==> config.mk <==
export PLATFORM = sky130hd
export DESIGN_NAME = led_pulse_blink_controller_unit
export DESIGN_NICKNAME = d
export VERILOG_FILES = /design/src/sv/led_pbc_pkg.sv /design/src/sv/led_pulse_blink_controller_unit.sv
export VERILOG_INCLUDE_DIRS = /design/src /design/src/sv
export SDC_FILE = /design/constraint.sdc
export NUM_CORES = 1
export LEC_CHECK = 0
export BUFFER_PORTS_ARGS = -buffer_cell sky130_fd_sc_hd__buf_2
export CORE_ASPECT_RATIO = 0.75
export CORE_MARGIN = 4
export CORE_UTILIZATION = 30
export DETAILED_ROUTE_END_ITERATION = 16
export GPL_ROUTABILITY_DRIVEN = 0
export GPL_TIMING_DRIVEN = 0
export MAX_ROUTING_LAYER = met4
export PLACE_DENSITY_LB_ADDON = 0.1
export SETUP_SLACK_MARGIN = 0.4
export SLEW_MARGIN = 20
export SYNTH_ARGS = -nofsm -noshare
export SYNTH_HDL_FRONTEND = slang
export SYNTH_SLANG_ARGS = --single-unit
==> constraint.sdc <==
create_clock -name aclk -period 14 [get_ports aclk]
set_input_delay 2.8 -clock aclk [delete_from_list [all_inputs] [get_ports aclk]]
set_output_delay 2.8 -clock aclk [all_outputs]
set_load 0.01 [all_outputs]
==> src/sv/assert_macros.svh <==
// assertion macros used by the controller rtl
// no dependencies; define NO_ASSERTIONS to compile them out
`ifndef ASSERT_MACROS_SVH
`define ASSERT_MACROS_SVH

`ifndef NO_ASSERTIONS

// checked property, disabled while the active-low reset is asserted
`define ASSERT_CLK_RSTN(name, clk, rstn, prop, msg) \
    name: assert property (@(posedge clk) disable iff (!(rstn)) (prop)) else $error(msg);

// checked property, evaluated at every edge including reset
`define ASSERT_CLK(name, clk, prop, msg) \
    name: assert property (@(posedge clk) (prop)) else $error(msg);

`else

`define ASSERT_CLK_RSTN(name, clk, rstn, prop, msg)

`define ASSERT_CLK(name, clk, prop, msg)

`endif

`endif

==> src/sv/led_pbc_pkg.sv <==
// types and codes for the led pulse / blink controller
// no dependencies
`timescale 1ns / 1ps

package led_pbc_pkg;

    typedef enum logic [2:0] {
        MODE_IDLE    = 3'd0,
        MODE_FIXED   = 3'd1,
        MODE_PULSE   = 3'd2,
        MODE_ENDLESS = 3'd3,
        MODE_COUNTED = 3'd4
    } mode_t;

    localparam logic [2:0] FUNC_TICK  = 3'd0;
    localparam logic [2:0] FUNC_PULSE = 3'd1;
    localparam logic [2:0] FUNC_BLINK = 3'd2;
    localparam logic [2:0] FUNC_FIXED = 3'd3;
    localparam logic [2:0] FUNC_OFF   = 3'd4;

    localparam int unsigned TIME_W  = 32;
    localparam int unsigned CYCLE_W = 8;

endpackage

==> src/sv/led_pulse_blink_controller_unit.sv <==
// led pulse / blink controller: 1 ms ticks and commands in, pin state out
// uses led_pbc_pkg and assert_macros.svh
//
// an item passes the input register and the result register; a stall holds it in the input register
// throughput: one item per cycle unless stalled; each item updates the state in a single pass
// reset (aresetn low, synchronous): mode idle, led off, counters and times zero,
// active level 1, both pipeline registers empty
`timescale 1ns / 1ps
`include "assert_macros.svh"

module led_pulse_blink_controller_unit (
    input  logic                                  aclk,
    input  logic                                  aresetn,

    input  logic                                  cfg_we,
    input  logic                                  cfg_wdata,

    input  logic                                  s_valid,
    output logic                                  s_ready,
    input  logic [2:0]                            s_func,
    input  logic                                  s_level,
    input  logic [led_pbc_pkg::TIME_W-1:0]        s_first_ms,
    input  logic [led_pbc_pkg::TIME_W-1:0]        s_second_ms,
    input  logic signed [led_pbc_pkg::CYCLE_W-1:0] s_cycle_count,

    output logic                                  m_valid,
    input  logic                                  m_ready,
    output logic                                  m_pin_out,
    output logic                                  m_lit,
    output logic [2:0]                            m_mode,
    output logic                                  m_expired
);
    import led_pbc_pkg::*;

    // configuration
    logic active_level_reg;

    // input register
    logic                      in_valid_reg;
    logic [2:0]                in_func_reg;
    logic                      in_level_reg;
    logic [TIME_W-1:0]         in_first_reg;
    logic [TIME_W-1:0]         in_second_reg;
    logic [CYCLE_W-1:0]        in_cycle_reg;

    // controller state
    logic [TIME_W-1:0]  now_count_reg,   now_count_next;
    logic [TIME_W-1:0]  mark_time_reg,   mark_time_next;
    logic [TIME_W-1:0]  pulse_len_reg,   pulse_len_next;
    logic [TIME_W-1:0]  on_len_reg,      on_len_next;
    logic [TIME_W-1:0]  off_len_reg,     off_len_next;
    logic [CYCLE_W-1:0] cycles_left_reg, cycles_left_next;
    mode_t              mode_reg,        mode_next;
    logic               led_reg,         led_next;
    logic               expired_next;

    // result register
    logic        m_valid_reg;
    logic        m_pin_out_reg,  m_pin_out_next;
    logic        m_lit_reg,      m_lit_next;
    logic [2:0]  m_mode_reg,     m_mode_next;
    logic        m_expired_reg;

    logic               advance;
    logic [TIME_W-1:0]  tick_now;
    logic [TIME_W-1:0]  elapsed;
    logic [CYCLE_W-1:0] cycles_dec;
    logic               blinking;
    logic               cycle_positive;

    assign advance = in_valid_reg && (!m_valid_reg || m_ready);
    assign s_ready = !in_valid_reg || advance;

    assign tick_now       = now_count_reg + TIME_W'(1);
    assign elapsed        = tick_now - mark_time_reg;
    assign cycles_dec     = cycles_left_reg - CYCLE_W'(1);
    assign blinking       = (mode_reg == MODE_ENDLESS) || (mode_reg == MODE_COUNTED);
    assign cycle_positive = !in_cycle_reg[CYCLE_W-1] && (in_cycle_reg != '0);

    always_ff @(posedge aclk) begin
        if (!aresetn) begin
            active_level_reg <= 1'b1;
        end else if (cfg_we) begin
            active_level_reg <= cfg_wdata;
        end
    end

    always_ff @(posedge aclk) begin
        if (!aresetn) begin
            in_valid_reg <= 1'b0;
        end else if (s_ready) begin
            in_valid_reg <= s_valid;
        end
    end

    always_ff @(posedge aclk) begin
        if (s_valid && s_ready) begin
            in_func_reg   <= s_func;
            in_level_reg  <= s_level;
            in_first_reg  <= s_first_ms;
            in_second_reg <= s_second_ms;
            in_cycle_reg  <= s_cycle_count;
        end
    end

    // next state of the controller for the item in the input register
    always_comb begin
        now_count_next   = now_count_reg;
        mark_time_next   = mark_time_reg;
        pulse_len_next   = pulse_len_reg;
        on_len_next      = on_len_reg;
        off_len_next     = off_len_reg;
        cycles_left_next = cycles_left_reg;
        mode_next        = mode_reg;
        led_next         = led_reg;
        expired_next     = 1'b0;

        unique case (in_func_reg)
            FUNC_TICK: begin
                now_count_next = tick_now;
                if (mode_reg == MODE_PULSE) begin
                    if (elapsed >= pulse_len_reg) begin
                        mode_next        = MODE_IDLE;
                        led_next         = 1'b0;
                        cycles_left_next = '0;
                        expired_next     = 1'b1;
                    end
                end else if (blinking) begin
                    if (led_reg) begin
                        if (elapsed >= on_len_reg) begin
                            led_next       = 1'b0;
                            mark_time_next = tick_now;
                        end
                    end else if (elapsed >= off_len_reg) begin
                        led_next       = 1'b1;
                        mark_time_next = tick_now;
                        if (mode_reg == MODE_COUNTED) begin
                            cycles_left_next = cycles_dec;
                            // count ran out (or wrapped negative): finish
                            if ((cycles_dec == '0) || cycles_dec[CYCLE_W-1]) begin
                                mode_next        = MODE_IDLE;
                                led_next         = 1'b0;
                                cycles_left_next = '0;
                                expired_next     = 1'b1;
                            end
                        end
                    end
                end
            end
            FUNC_PULSE: begin
                if (mode_reg != MODE_PULSE) begin
                    mode_next        = MODE_PULSE;
                    cycles_left_next = '0;
                    pulse_len_next   = in_first_reg;
                    mark_time_next   = now_count_reg;
                    led_next         = 1'b1;
                end
            end
            FUNC_BLINK: begin
                if (!blinking) begin
                    if (cycle_positive) begin
                        mode_next        = MODE_COUNTED;
                        cycles_left_next = in_cycle_reg;
                    end else begin
                        mode_next        = MODE_ENDLESS;
                        cycles_left_next = '0;
                    end
                    on_len_next    = in_first_reg;
                    off_len_next   = in_second_reg;
                    mark_time_next = now_count_reg;
                    led_next       = 1'b1;
                end
            end
            FUNC_FIXED: begin
                mode_next        = MODE_FIXED;
                cycles_left_next = '0;
                led_next         = in_level_reg;
            end
            FUNC_OFF: begin
                if (blinking) begin
                    mode_next        = MODE_FIXED;
                    cycles_left_next = '0;
                    led_next         = 1'b0;
                end
            end
            default: begin
                // unused codes leave the state alone
            end
        endcase
    end

    // result fields
    always_comb begin
        m_pin_out_next = led_next ? active_level_reg : ~active_level_reg;
        m_lit_next     = led_next;
        m_mode_next    = mode_next;
    end

    always_ff @(posedge aclk) begin
        if (!aresetn) begin
            now_count_reg   <= '0;
            mark_time_reg   <= '0;
            pulse_len_reg   <= '0;
            on_len_reg      <= '0;
            off_len_reg     <= '0;
            cycles_left_reg <= '0;
            mode_reg        <= MODE_IDLE;
            led_reg         <= 1'b0;
        end else if (advance) begin
            now_count_reg   <= now_count_next;
            mark_time_reg   <= mark_time_next;
            pulse_len_reg   <= pulse_len_next;
            on_len_reg      <= on_len_next;
            off_len_reg     <= off_len_next;
            cycles_left_reg <= cycles_left_next;
            mode_reg        <= mode_next;
            led_reg         <= led_next;
        end
    end

    always_ff @(posedge aclk) begin
        if (!aresetn) begin
            m_valid_reg <= 1'b0;
        end else if (advance) begin
            m_valid_reg <= 1'b1;
        end else if (m_ready) begin
            m_valid_reg <= 1'b0;
        end
    end

    always_ff @(posedge aclk) begin
        if (advance) begin
            m_pin_out_reg <= m_pin_out_next;
            m_lit_reg     <= m_lit_next;
            m_mode_reg    <= m_mode_next;
            m_expired_reg <= expired_next;
        end
    end

    assign m_valid   = m_valid_reg;
    assign m_pin_out = m_pin_out_reg;
    assign m_lit     = m_lit_reg;
    assign m_mode    = m_mode_reg;
    assign m_expired = m_expired_reg;

    // an expiry always leaves the led idle and dark
    `ASSERT_CLK_RSTN(a_expired_idle, aclk, aresetn,
        (m_valid_reg && m_expired_reg) |-> ((m_mode_reg == MODE_IDLE) && !m_lit_reg),
        "expired result not idle and dark")

    // idle never keeps the led lit
    `ASSERT_CLK(a_idle_dark, aclk, (mode_reg == MODE_IDLE) |-> !led_reg, "led lit while idle")

    // only a counted blink carries a cycle count
    `ASSERT_CLK(a_cycles_counted, aclk,
        (mode_reg != MODE_COUNTED) |-> (cycles_left_reg == '0),
        "cycle count outside counted blink")

    // a tick transfer advances the millisecond counter by exactly one
    `ASSERT_CLK_RSTN(a_tick_count, aclk, aresetn,
        (advance && (in_func_reg == FUNC_TICK)) |=>
            (now_count_reg == TIME_W'($past(now_count_reg) + TIME_W'(1))),
        "ms counter did not step on tick")

endmodule

==> out/qor.yml, run 1 <==
critical_path:
  required_ns: 14.43
  worstPathArrival_ns: 8.42
  rr_worst_depth: 25
  crit_path_start_kind: "register"
  crit_path_max_fanout: 10
  r2r_setup_slack_ns: 6.00
  endpoint_kind: "register"
  worst-setup-path-type: "reg2reg"
power:
  power.internal_mw: 1.41
  ir_worst_vdd_v: 0.0000817
  switching_power_mw: 0.577
  pwr-share-comb: 0.190
  netSwitchingFraction: 0.291
  power_leakage_nw: 6.19
  pwr-share-seq: 0.406
  p_per_area_nw_per_um2: 120
  clockPowerShare: 0.403
clocking:
  insertion_delay_ns: 0.58
  cts_setup_buffers: 0
  clkTransAtPathRegs_ns: 0.06
  numCtsBuffers: 30
  cts_tree: "done"
  cts.sinks: 257
  clockBufferDepth: 3
  cts-resized-gates: 0
  htreeDepth: 1
  postCtsHoldBufs: 0
  cts_root_buffer: "clkbuf_16"
sta:
  rsz0062_at_grt: "false"
  worst_pin_slew_ns: 1.02
  period_minus_slack_ns: 8.00
  max_clock_freq_ghz: 0.125
  hold_viol: 0
  fin_skew_ns: 0.0241
  fin_crit_sh: 0.571
  maxSlewHeadroom: 0.321
  fin_setup_tns_ns: 0
  slew_viol_final: 0
  finalSetupViolCount: 0
die:
  die_x_um: 260
  die_y_um: 197
  core_region_area_um2: 46500
  std_cell_rows: 68
  initial_core_util: 0.307
  die-area_um2: 51100
  pin_count: 90
synth:
  yosys_register_bits: 257
  synth.most_common_cell: "nand2_1"
  synth_largest_area_cell: "dfxtp_1"
  synth_top_area_frac: 0.246
  synth-edff-count: 82
  synthArstFlopShare: 0
  netlist_top_cells_area: "dfxtp_1 (25%), edfxtp_1 (17%), ha_1 (11%), nand2_1 (7.7%), a21oi_1 (6.7%)"
  synth_common_cells: "nand2_1 (292), a21oi_1 (191), dfxtp_1 (175)"
  syn_inst: 1668
  syn-num-nets: 1881
  synth_area_per_cell_um2: 8.54
  yosys_warnings: 0
  ys_types: 63
  syn_area_um2: 14200
  ys.flop_type: "dfxtp_1"
  ys_seq_area_frac: 0.419
cells_and_area:
  final_cell_area_um2: 16500
  drive_gt1_frac: 0.0937
  regArea_um2: 5970
  syn_to_final_growth_pct: 15.9
  nNetsFinal: 2003
  num-fill-cells: 4960
  diodes: 0
  multiInputGateArea_um2: 7450
placed_design:
  dp_hpwl_um: 32400
  io_buffers: 89
  place_area_um2: 15500
routing:
  routed_wl_um: 41200
  wl_per_cell_um: 16.9
  via_per_inst: 4.84
  first_iter_violations: 632
  drt_pass1_iterations: 5
  drcViolationCount: 0
  vias: 11800
  antenna_left: 0
global_route:
  grt_max_degree: 53
  grt_pass1_vias: 11300
  grt_pass1_wl_um: 63900
  antenna_found_initial: 0
  grt_usage: 0.164
  grt_overflow: 0
hold_path:
  holdCritPathClass: "reg2reg"
  whs_path_depth: 2
run_status:
  outcome: "finished clean"
run:
  drv_cap: 0
-- final timing paths --
check,endpoint,startpoint
min reg2reg,on_len_reg[21],on_len_reg[21]
min,on_len_reg[21],on_len_reg[21]
max,mark_time_reg[0],now_count_reg[0]
max reg2reg,mark_time_reg[0],now_count_reg[0]
-- cells by family after synthesis --
family          Yosys count  synth area share
compound gates          384             0.160
xor+xnor                109            0.0670
fa+ha+maj               131             0.116
buf+inv                 217            0.0587
flops                   257             0.419
mux                       1          0.000703
simple gates            569             0.179
-- layout by cell type, fill, tap and decap left out, drive strengths merged, types with 18 or more instances in the layout --
master  instances
nand2         292
a21oi         191
dfxtp         175
inv           142
ha            130
nor2          121
buf           105
clkbuf         97
edfxtp         82
o21ai          65
xnor2          63
a211oi         51
xor2           46
nand3          30
nand4          24
a21o           20
or3            18
nor3           18
-- stage by stage --
step                power (mW)  hold WS (ns)  worst slack, ns  instances  utilization
finish                    1.98         0.455             6.00       2444        0.355
global route              2.10         0.472             5.33       2444        0.355
CTS                       2.02         0.456             6.04       2444        0.355
detailed placement        1.20         0.448             6.11       2388        0.334
global placement          1.19         0.445             6.11       2387        0.333
floorplan                 1.07         0.436             8.10       1668            -
-- worst max-delay path, cell delays in order (launching register included) --
cell and delay [ns]:
dfxtp_1 0.49, ha_1 0.31, nand3_2 0.19, nor4_2 0.53, nand3_1 0.29, or2_2 0.40, xnor2_1 0.21, ha_1 0.32
a211o_1 0.32, a211oi_1 0.48, a211oi_1 0.20, nor3_1 0.42, o31ai_1 0.14, a21oi_1 0.19, xnor2_1 0.17, ha_1 0.34
nand4_1 0.16, nor4_1 0.85, o211ai_1 0.17, a21oi_1 0.36, nor3_1 0.17, a211oi_1 0.38, o21ai_4 0.17, clkbuf_1 0.34
nand3_1 0.18, o31ai_1 0.08
-- cell type report --
| type | instances | share of cell area |
|---|---|---|
| clock buffer | 38 | 0.0479 |
| buffer | 74 | 0.0181 |
| multi-input combinational | 1194 | 0.451 |
| clock inverter | 18 | 0.0125 |
| inverter | 143 | 0.0325 |
| timing repair buffer | 90 | 0.0286 |
| tap | 630 | 0.0477 |
| sequential | 257 | 0.361 |
-- power groups by stage --
stage | sequential (mW) | clock (mW) | combinational, mW
2_1_floorplan | 0.818 | 0 | 0.249
3_3_place_gp | 0.823 | 0 | 0.367
3_5_place_dp | 0.822 | 0 | 0.376
4_1_cts | 0.806 | 0.832 | 0.378
5_1_grt | 0.808 | 0.863 | 0.429
6_report | 0.806 | 0.800 | 0.378
-- routing by layer --
| metal | wire, um | part of all wire | track usage |
|---|---|---|---|
| met1 | 21900 | 0.53 | 0.244 |
| met3 | 1720 | 0.042 | 0.0263 |
| met4 | 792 | 0.019 | 0.0310 |
| met2 | 16800 | 0.41 | 0.234 |
| met5 | 0 | 0 | - |
No activity file was read; power rests on OpenSTA's default activity.
==> run 2: changes to the inputs <==
==> constraint.sdc (replaced) <==
create_clock -name aclk -period 6.76 [get_ports aclk]
set_input_delay 1.352 -clock aclk [delete_from_list [all_inputs] [get_ports aclk]]
set_output_delay 1.352 -clock aclk [all_outputs]
set_load 0.01 [all_outputs]
==> run 2 against run 1 <==
Net effect: flip-flop and latch count stayed put; sequential power increased by 110%; first-iteration DRC count is 11% higher; non-clock buffer count up 38; largest cell class unchanged.
==> out/qor.yml, run 2 (same netlist as run 1, synthesis figures left out) <==
global_route:
  grt_pass1_vias: 11400  # was 11300
  grt_pass1_wl_um: 65100  # was 63900 um
  grt_usage: 0.167  # was 0.164
  antenna_found_initial: 0  # unchanged
  grt_max_degree: 53  # unchanged
  grt_overflow: 0  # unchanged
routing:
  first_iter_violations: 702  # was 632
  via_per_inst: 4.87  # was 4.84
  routed_wl_um: 42600  # was 41200 um
  antenna_left: 0  # unchanged
  wl_per_cell_um: 17.2  # was 16.9 um
  drcViolationCount: 0  # unchanged
  drt_pass1_iterations: 5  # unchanged
  vias: 12100  # was 11800
critical_path:
  crit_path_start_kind: "register"  # unchanged
  required_ns: 7.24  # was 14.43 ns
  rr_worst_depth: 30  # was 25
  worst_path_max_delay_cell: "o21ai_4"  # was nor4_1
  worst-setup-path-type: "reg2reg"  # unchanged
  critPathCapture: "mark_time_reg[24]"  # was mark_time_reg[0]
  endpoint_kind: "register"  # unchanged
  crit_start: "now_count_reg[3]"  # was now_count_reg[0]
  crit_path_max_fanout: 8  # was 10
  r2r_setup_slack_ns: 0.60  # was 6.00 ns
  rr_endpoint: "mark_time_reg[24]"  # was mark_time_reg[0]
  worstPathArrival_ns: 6.63  # was 8.42 ns
  max_stage_delay_ns: 0.46  # was 0.85 ns
  rr_startpoint: "now_count_reg[3]"  # was now_count_reg[0]
cells_and_area:
  nNetsFinal: 2042  # was 2003
  drive_gt1_frac: 0.158  # was 0.0937
  layout_common_cells: "nand2_1 (289), a21oi_1 (184), dfxtp_1 (168)"  # was nand2_1 (292), a21oi_1 (191), dfxtp_1 (175)
  layout.cells.non_filler: 2483  # was 2444
  diodes: 0  # unchanged
  syn_to_final_growth_pct: 22.6  # was 15.9%
  post-route-util: 0.376  # was 0.355
  final_common_cell: "nand2_1"  # unchanged
  final_cell_area_um2: 17500  # was 16500 um2
sta:
  fin_skew_ns: 0.0227  # was 0.0241 ns
  timing.final.ws_setup_ns: 0.604  # was 6.00 ns
  fin_crit_sh: 0.911  # was 0.571
  max_clock_freq_ghz: 0.162  # was 0.125 GHz
  slew_viol_final: 0  # unchanged
  period_minus_slack_ns: 6.16  # was 8.00 ns
  hold_viol: 0  # unchanged
  rsz0062_at_grt: "false"  # unchanged
  fin_setup_tns_ns: 0  # unchanged
  maxSlewHeadroom: 0.331  # was 0.321
  finalSetupViolCount: 0  # unchanged
  worst_pin_slew_ns: 1.00  # was 1.02 ns
clocking:
  cts_tree: "done"  # unchanged
  cts.sinks: 257  # unchanged
  numCtsBuffers: 30  # unchanged
  htreeDepth: 1  # unchanged
  postCtsHoldBufs: 0  # unchanged
  clkTransAtPathRegs_ns: 0.06  # about the same
  cts_root_buffer: "clkbuf_16"  # unchanged
  clockBufferDepth: 3  # unchanged
  insertion_delay_ns: 0.58  # about the same
die:
  core_region_area_um2: 46500  # unchanged
  die_y_um: 197  # unchanged
  std_cell_rows: 68  # unchanged
  die_x_um: 260  # unchanged
  pin_count: 90  # unchanged
  die-area_um2: 51100  # unchanged
  initial_core_util: 0.307  # unchanged
placed_design:
  dp_slack_ns: -1.13  # was 6.11 ns
  place_area_um2: 15500  # unchanged
  io_buffers: 89  # unchanged
  dp_hpwl_um: 32400  # unchanged
  dp_cells: 2388  # unchanged
power:
  ir_worst_vdd_v: 0.000190  # was 0.0000817 V
  pwr-share-comb: 0.206  # was 0.190
  switching_power_mw: 1.24  # was 0.577 mW
  netSwitchingFraction: 0.295  # was 0.291
  pwr-share-seq: 0.398  # was 0.406
  clockPowerShare: 0.396  # was 0.403
  p_per_area_nw_per_um2: 240  # was 120 nW/um2
  power_leakage_nw: 6.64  # was 6.19 nW
  power.internal_mw: 2.95  # was 1.41 mW
run:
  drv_cap: 0  # unchanged
hold_path:
  holdCritStartpoint: "on_len_reg[21]"  # unchanged
  holdCritPathClass: "reg2reg"  # unchanged
run_status:
  outcome: "finished clean"  # unchanged
run 2: cell count changes in the layout (fill, tap and decap cells not counted), sizes merged:
cell	previous run	this run
buf	105	143
o21ai	65	66
run 2: how the worst min path moves through the flow:
| stage | end | slack (ns) | depth (start not counted) |
|---|---|---|---|
| after CTS | on_len_reg[10] | 0.46 | 2 |
| after global routing | pulse_len_reg[31] | 0.47 | 2 |
| after global placement | pulse_len_reg[18] | 0.45 | 2 |
| final | on_len_reg[21] | 0.45 | 2 |
| after detailed placement | on_len_reg[10] | 0.45 | 2 |
| after floorplan | off_len_reg[10] | 0.44 | 2 |
run 2: final cells by class:
type                       count  area (um2)
buffer                        74         379
clock buffer                  38         791
clock inverter                18         206
fill                        4889       29000
inverter                     143         537
multi-input combinational   1195        7990
sequential                   257        5980
tap                          630         788
timing repair buffer         128         803
run 2: layer usage:
layer | share of wire | GRT usage | routed length [um]
met5 | 0 | - | 0
met4 | 0.017 | 0.0286 | 708
met3 | 0.046 | 0.0263 | 1960
met2 | 0.41 | 0.238 | 17500
met1 | 0.53 | 0.251 | 22400
run 2: stage by stage:
step | total power [mW] | hold WS (ns)
floorplan | 2.21 | 0.436
global placement | 2.46 | 0.445
detailed placement | 2.48 | 0.448
CTS | 4.21 | 0.456
global route | 4.43 | 0.472
finish | 4.19 | 0.455
run 2: critical path, delay by kind of cell, from the launching register on:
kind	cells	cell delay (ns)
compound gates	11	2.19
xor+xnor	2	0.33
fa+ha+maj	2	0.61
buf+inv	5	0.86
flops	1	0.32
simple gates	10	1.73
run 2: repair_timing:
item / 4_1_cts / 5_1_grt
gates cloned: 2 / 3
buffers inserted: 11 / 23
pin swaps: 16 / 41
gates resized for setup: 65 / 85
setup endpoints to repair: 48 / 48
run 2: power groups by stage:
stage | sequential [mW] | combinational, mW | clock (mW)
6_report | 1.67 | 0.866 | 1.66
5_1_grt | 1.67 | 0.968 | 1.79
4_1_cts | 1.67 | 0.823 | 1.72
3_5_place_dp | 1.70 | 0.779 | 0
3_3_place_gp | 1.70 | 0.760 | 0
2_1_floorplan | 1.69 | 0.515 | 0
==> run 3: changes to the inputs <==
--- a/config.mk
+++ b/config.mk
@@ -14,7 +14,7 @@
 export GPL_ROUTABILITY_DRIVEN = 0
 export GPL_TIMING_DRIVEN = 0
 export MAX_ROUTING_LAYER = met4
-export PLACE_DENSITY_LB_ADDON = 0.1
+export PLACE_DENSITY_LB_ADDON = 0.15
 export SETUP_SLACK_MARGIN = 0.4
 export SLEW_MARGIN = 20
 export SYNTH_ARGS = -nofsm -noshare
==> run 3 against run 2 <==
Net effect: hold slack about the same; utilization is 0.50 points lower; clock power down 4%; routed wire length is 1.9% lower; via count decreased by 1.0%; first-iteration DRC count grew 4.3%; critical path type unchanged; largest cell class unchanged.
==> out/qor.yml, run 3 (same netlist as run 1, synthesis figures left out) <==
global_route:
  grt_pass1_wl_um: 64500  # was 65100 um
  grt_usage: 0.164  # was 0.167
  antenna_found_initial: 0  # unchanged
  grt_overflow: 0  # unchanged
  grt_max_degree: 53  # unchanged
  grt_pass1_vias: 11500  # was 11400
critical_path:
  cp.buffers_inverters: 3  # was 5
  max_stage_delay_ns: 0.40  # was 0.46 ns
  worstPathArrival_ns: 6.59  # was 6.63 ns
  worst_path_max_delay_cell: "dfxtp_4"  # was o21ai_4
  endpoint_kind: "register"  # unchanged
  worst-setup-path-type: "reg2reg"  # unchanged
  crit_path_frequent_cell: "a211oi_2"
  crit_path_max_fanout: 10  # was 8
  required_ns: 7.19  # was 7.24 ns
  crit_path_start_kind: "register"  # unchanged
  cp_top_family: "simple AND/OR/NAND/NOR gates"  # was compound AO/OA/AOI/OAI gates
die:
  std_cell_rows: 68  # unchanged
  core_region_area_um2: 46500  # unchanged
  initial_core_util: 0.307  # unchanged
  die_x_um: 260  # unchanged
  die-area_um2: 51100  # unchanged
  pin_count: 90  # unchanged
  die_y_um: 197  # unchanged
cells_and_area:
  post-route-util: 0.371  # was 0.376
  nNetsFinal: 2032  # was 2042
  multiInputGateArea_um2: 7930  # was 7990 um2
  layout_common_cells: "nand2_1 (289), a21oi_1 (183), dfxtp_1 (170)"  # was nand2_1 (289), a21oi_1 (184), dfxtp_1 (168)
  layout.cells.non_filler: 2472  # was 2483
  diodes: 0  # unchanged
  final_common_cell: "nand2_1"  # unchanged
  num-fill-cells: 4846  # was 4889
  syn_to_final_growth_pct: 21.0  # was 22.6%
  drive_gt1_frac: 0.152  # was 0.158
  regArea_um2: 5980  # about the same
power:
  ir_worst_vdd_v: 0.000168  # was 0.000190 V
  power_leakage_nw: 6.55  # was 6.64 nW
  p_per_area_nw_per_um2: 239  # was 240 nW/um2
clocking:
  clkTransAtPathRegs_ns: 0.06  # about the same
  cts.sinks: 257  # unchanged
  clockBufferDepth: 3  # unchanged
  insertion_delay_ns: 0.58  # about the same
  numCtsBuffers: 29  # was 30
  htreeDepth: 1  # unchanged
  cts_root_buffer: "clkbuf_16"  # unchanged
  cts_tree: "done"  # unchanged
run:
  drv_cap: 0  # unchanged
placed_design:
  io_buffers: 89  # unchanged
  dp_cells: 2388  # unchanged
  dp_hpwl_um: 31900  # was 32400 um
  dp_slack_ns: -1.19  # was -1.13 ns
hold_path:
  holdCritPathClass: "reg2reg"  # unchanged
sta:
  period_minus_slack_ns: 6.16  # about the same
  fin_skew_ns: 0.0175  # was 0.0227 ns
  finalSetupViolCount: 0  # unchanged
  timing.final.ws_setup_ns: 0.599  # was 0.604 ns
  fin_crit_sh: 0.911  # about the same
  slew_viol_final: 0  # unchanged
  maxSlewHeadroom: 0.259  # was 0.331
  worst_pin_slew_ns: 1.11  # was 1.00 ns
  max_clock_freq_ghz: 0.162  # about the same
  rsz0062_at_grt: "true"  # was false
  hold_viol: 0  # unchanged
routing:
  via_per_inst: 4.84  # was 4.87
  antenna_left: 0  # unchanged
  drt_pass1_iterations: 5  # unchanged
  vias: 12000  # was 12100
  first_iter_violations: 732  # was 702
  drcViolationCount: 0  # unchanged
  wl_per_cell_um: 16.9  # was 17.2 um
  routed_wl_um: 41800  # was 42600 um
run_status:
  outcome: "finished clean"  # unchanged
## run 3: cell types whose count changed in the layout (fill, tap and decap cells not counted), sizes merged
cell | before | now
buf | 143 | 138
clkbuf | 97 | 89
inv | 142 | 145
bufinv | 4 | 3
clkinvlp | 4 | 0
clkinv | 11 | 15
## run 3: cell type report
type | count | area share
buffer | 74 | 0.0199
multi-input combinational | 1195 | 0.460
sequential | 257 | 0.347
clock buffer | 34 | 0.0432
clock inverter | 20 | 0.0113
tap | 630 | 0.0457
inverter | 143 | 0.0311
timing repair buffer | 119 | 0.0417
## run 3: final timing paths
check	startpoint	endpoint	depth (start not counted)	slack [ns]
max	now_count_reg[0]	mark_time_reg[23]	26	0.60
min	pulse_len_reg[19]	pulse_len_reg[19]	2	0.45
max reg2reg	now_count_reg[0]	mark_time_reg[23]	26	0.60
min reg2reg	pulse_len_reg[19]	pulse_len_reg[19]	2	0.45
## run 3: timing repair
item / 4_1_cts / 5_1_grt
endpoints found under the setup margin: 48 / 48
endpoints found under the hold margin: 0 / 0
pin swaps: 15 / 33
cloned: 1 / 0
resized for setup: 52 / 80
setup buffers: 12 / 17
hold buffers: 0 / 0
## run 3: worst register-to-register path, stage by stage, from the launching register on
cell      delay [ns]
dfxtp_4         0.40
ha_4            0.19
nand3_4         0.12
nor4_4          0.34
nand3_2         0.17
or2_4           0.28
xnor2_1         0.14
ha_1            0.36
a211o_1         0.39
a211oi_4        0.35
a211oi_2        0.15
or3_1           0.39
a21oi_2         0.21
xnor2_2         0.16
ha_1            0.33
nand4_1         0.19
nor4_4          0.32
o211ai_1        0.17
a21oi_2         0.29
nor3_4          0.10
a211oi_2        0.15
buf_4           0.19
o21ai_4         0.08
buf_12          0.18
buf_4           0.18
nor2_1          0.14
a211oi_2        0.06
## run 3: report_power, final
group	internal, mW	switching, mW	leakage, nW
Combinational	0.336	0.534	3.86
Sequential	1.64	0.0247	2.22
Clock	0.908	0.682	0.468
Total	2.89	1.24	6.55
## run 3: stage by stage
stage	area [um2]	hold WS [ns]	setup TNS [ns]	total power, mW
2_1_floorplan	14200	0.436	0	2.21
3_3_place_gp	15500	0.445	-42.22	2.46
3_5_place_dp	15500	0.447	-43.50	2.47
4_1_cts	16800	0.456	0	4.13
5_1_grt	17200	0.476	0	4.35
6_report	17200	0.454	0	4.13
## run 3: routing by layer
| layer | routed length, um | track usage | up-vias |
|---|---|---|---|
| met4 | 705 | 0.0284 | 0 |
| met5 | 0 | - | - |
| li1 | - | - | 6051 |
| met2 | 17300 | 0.237 | 194 |
| met3 | 1870 | 0.0265 | 44 |
| met1 | 21900 | 0.245 | 5669 |
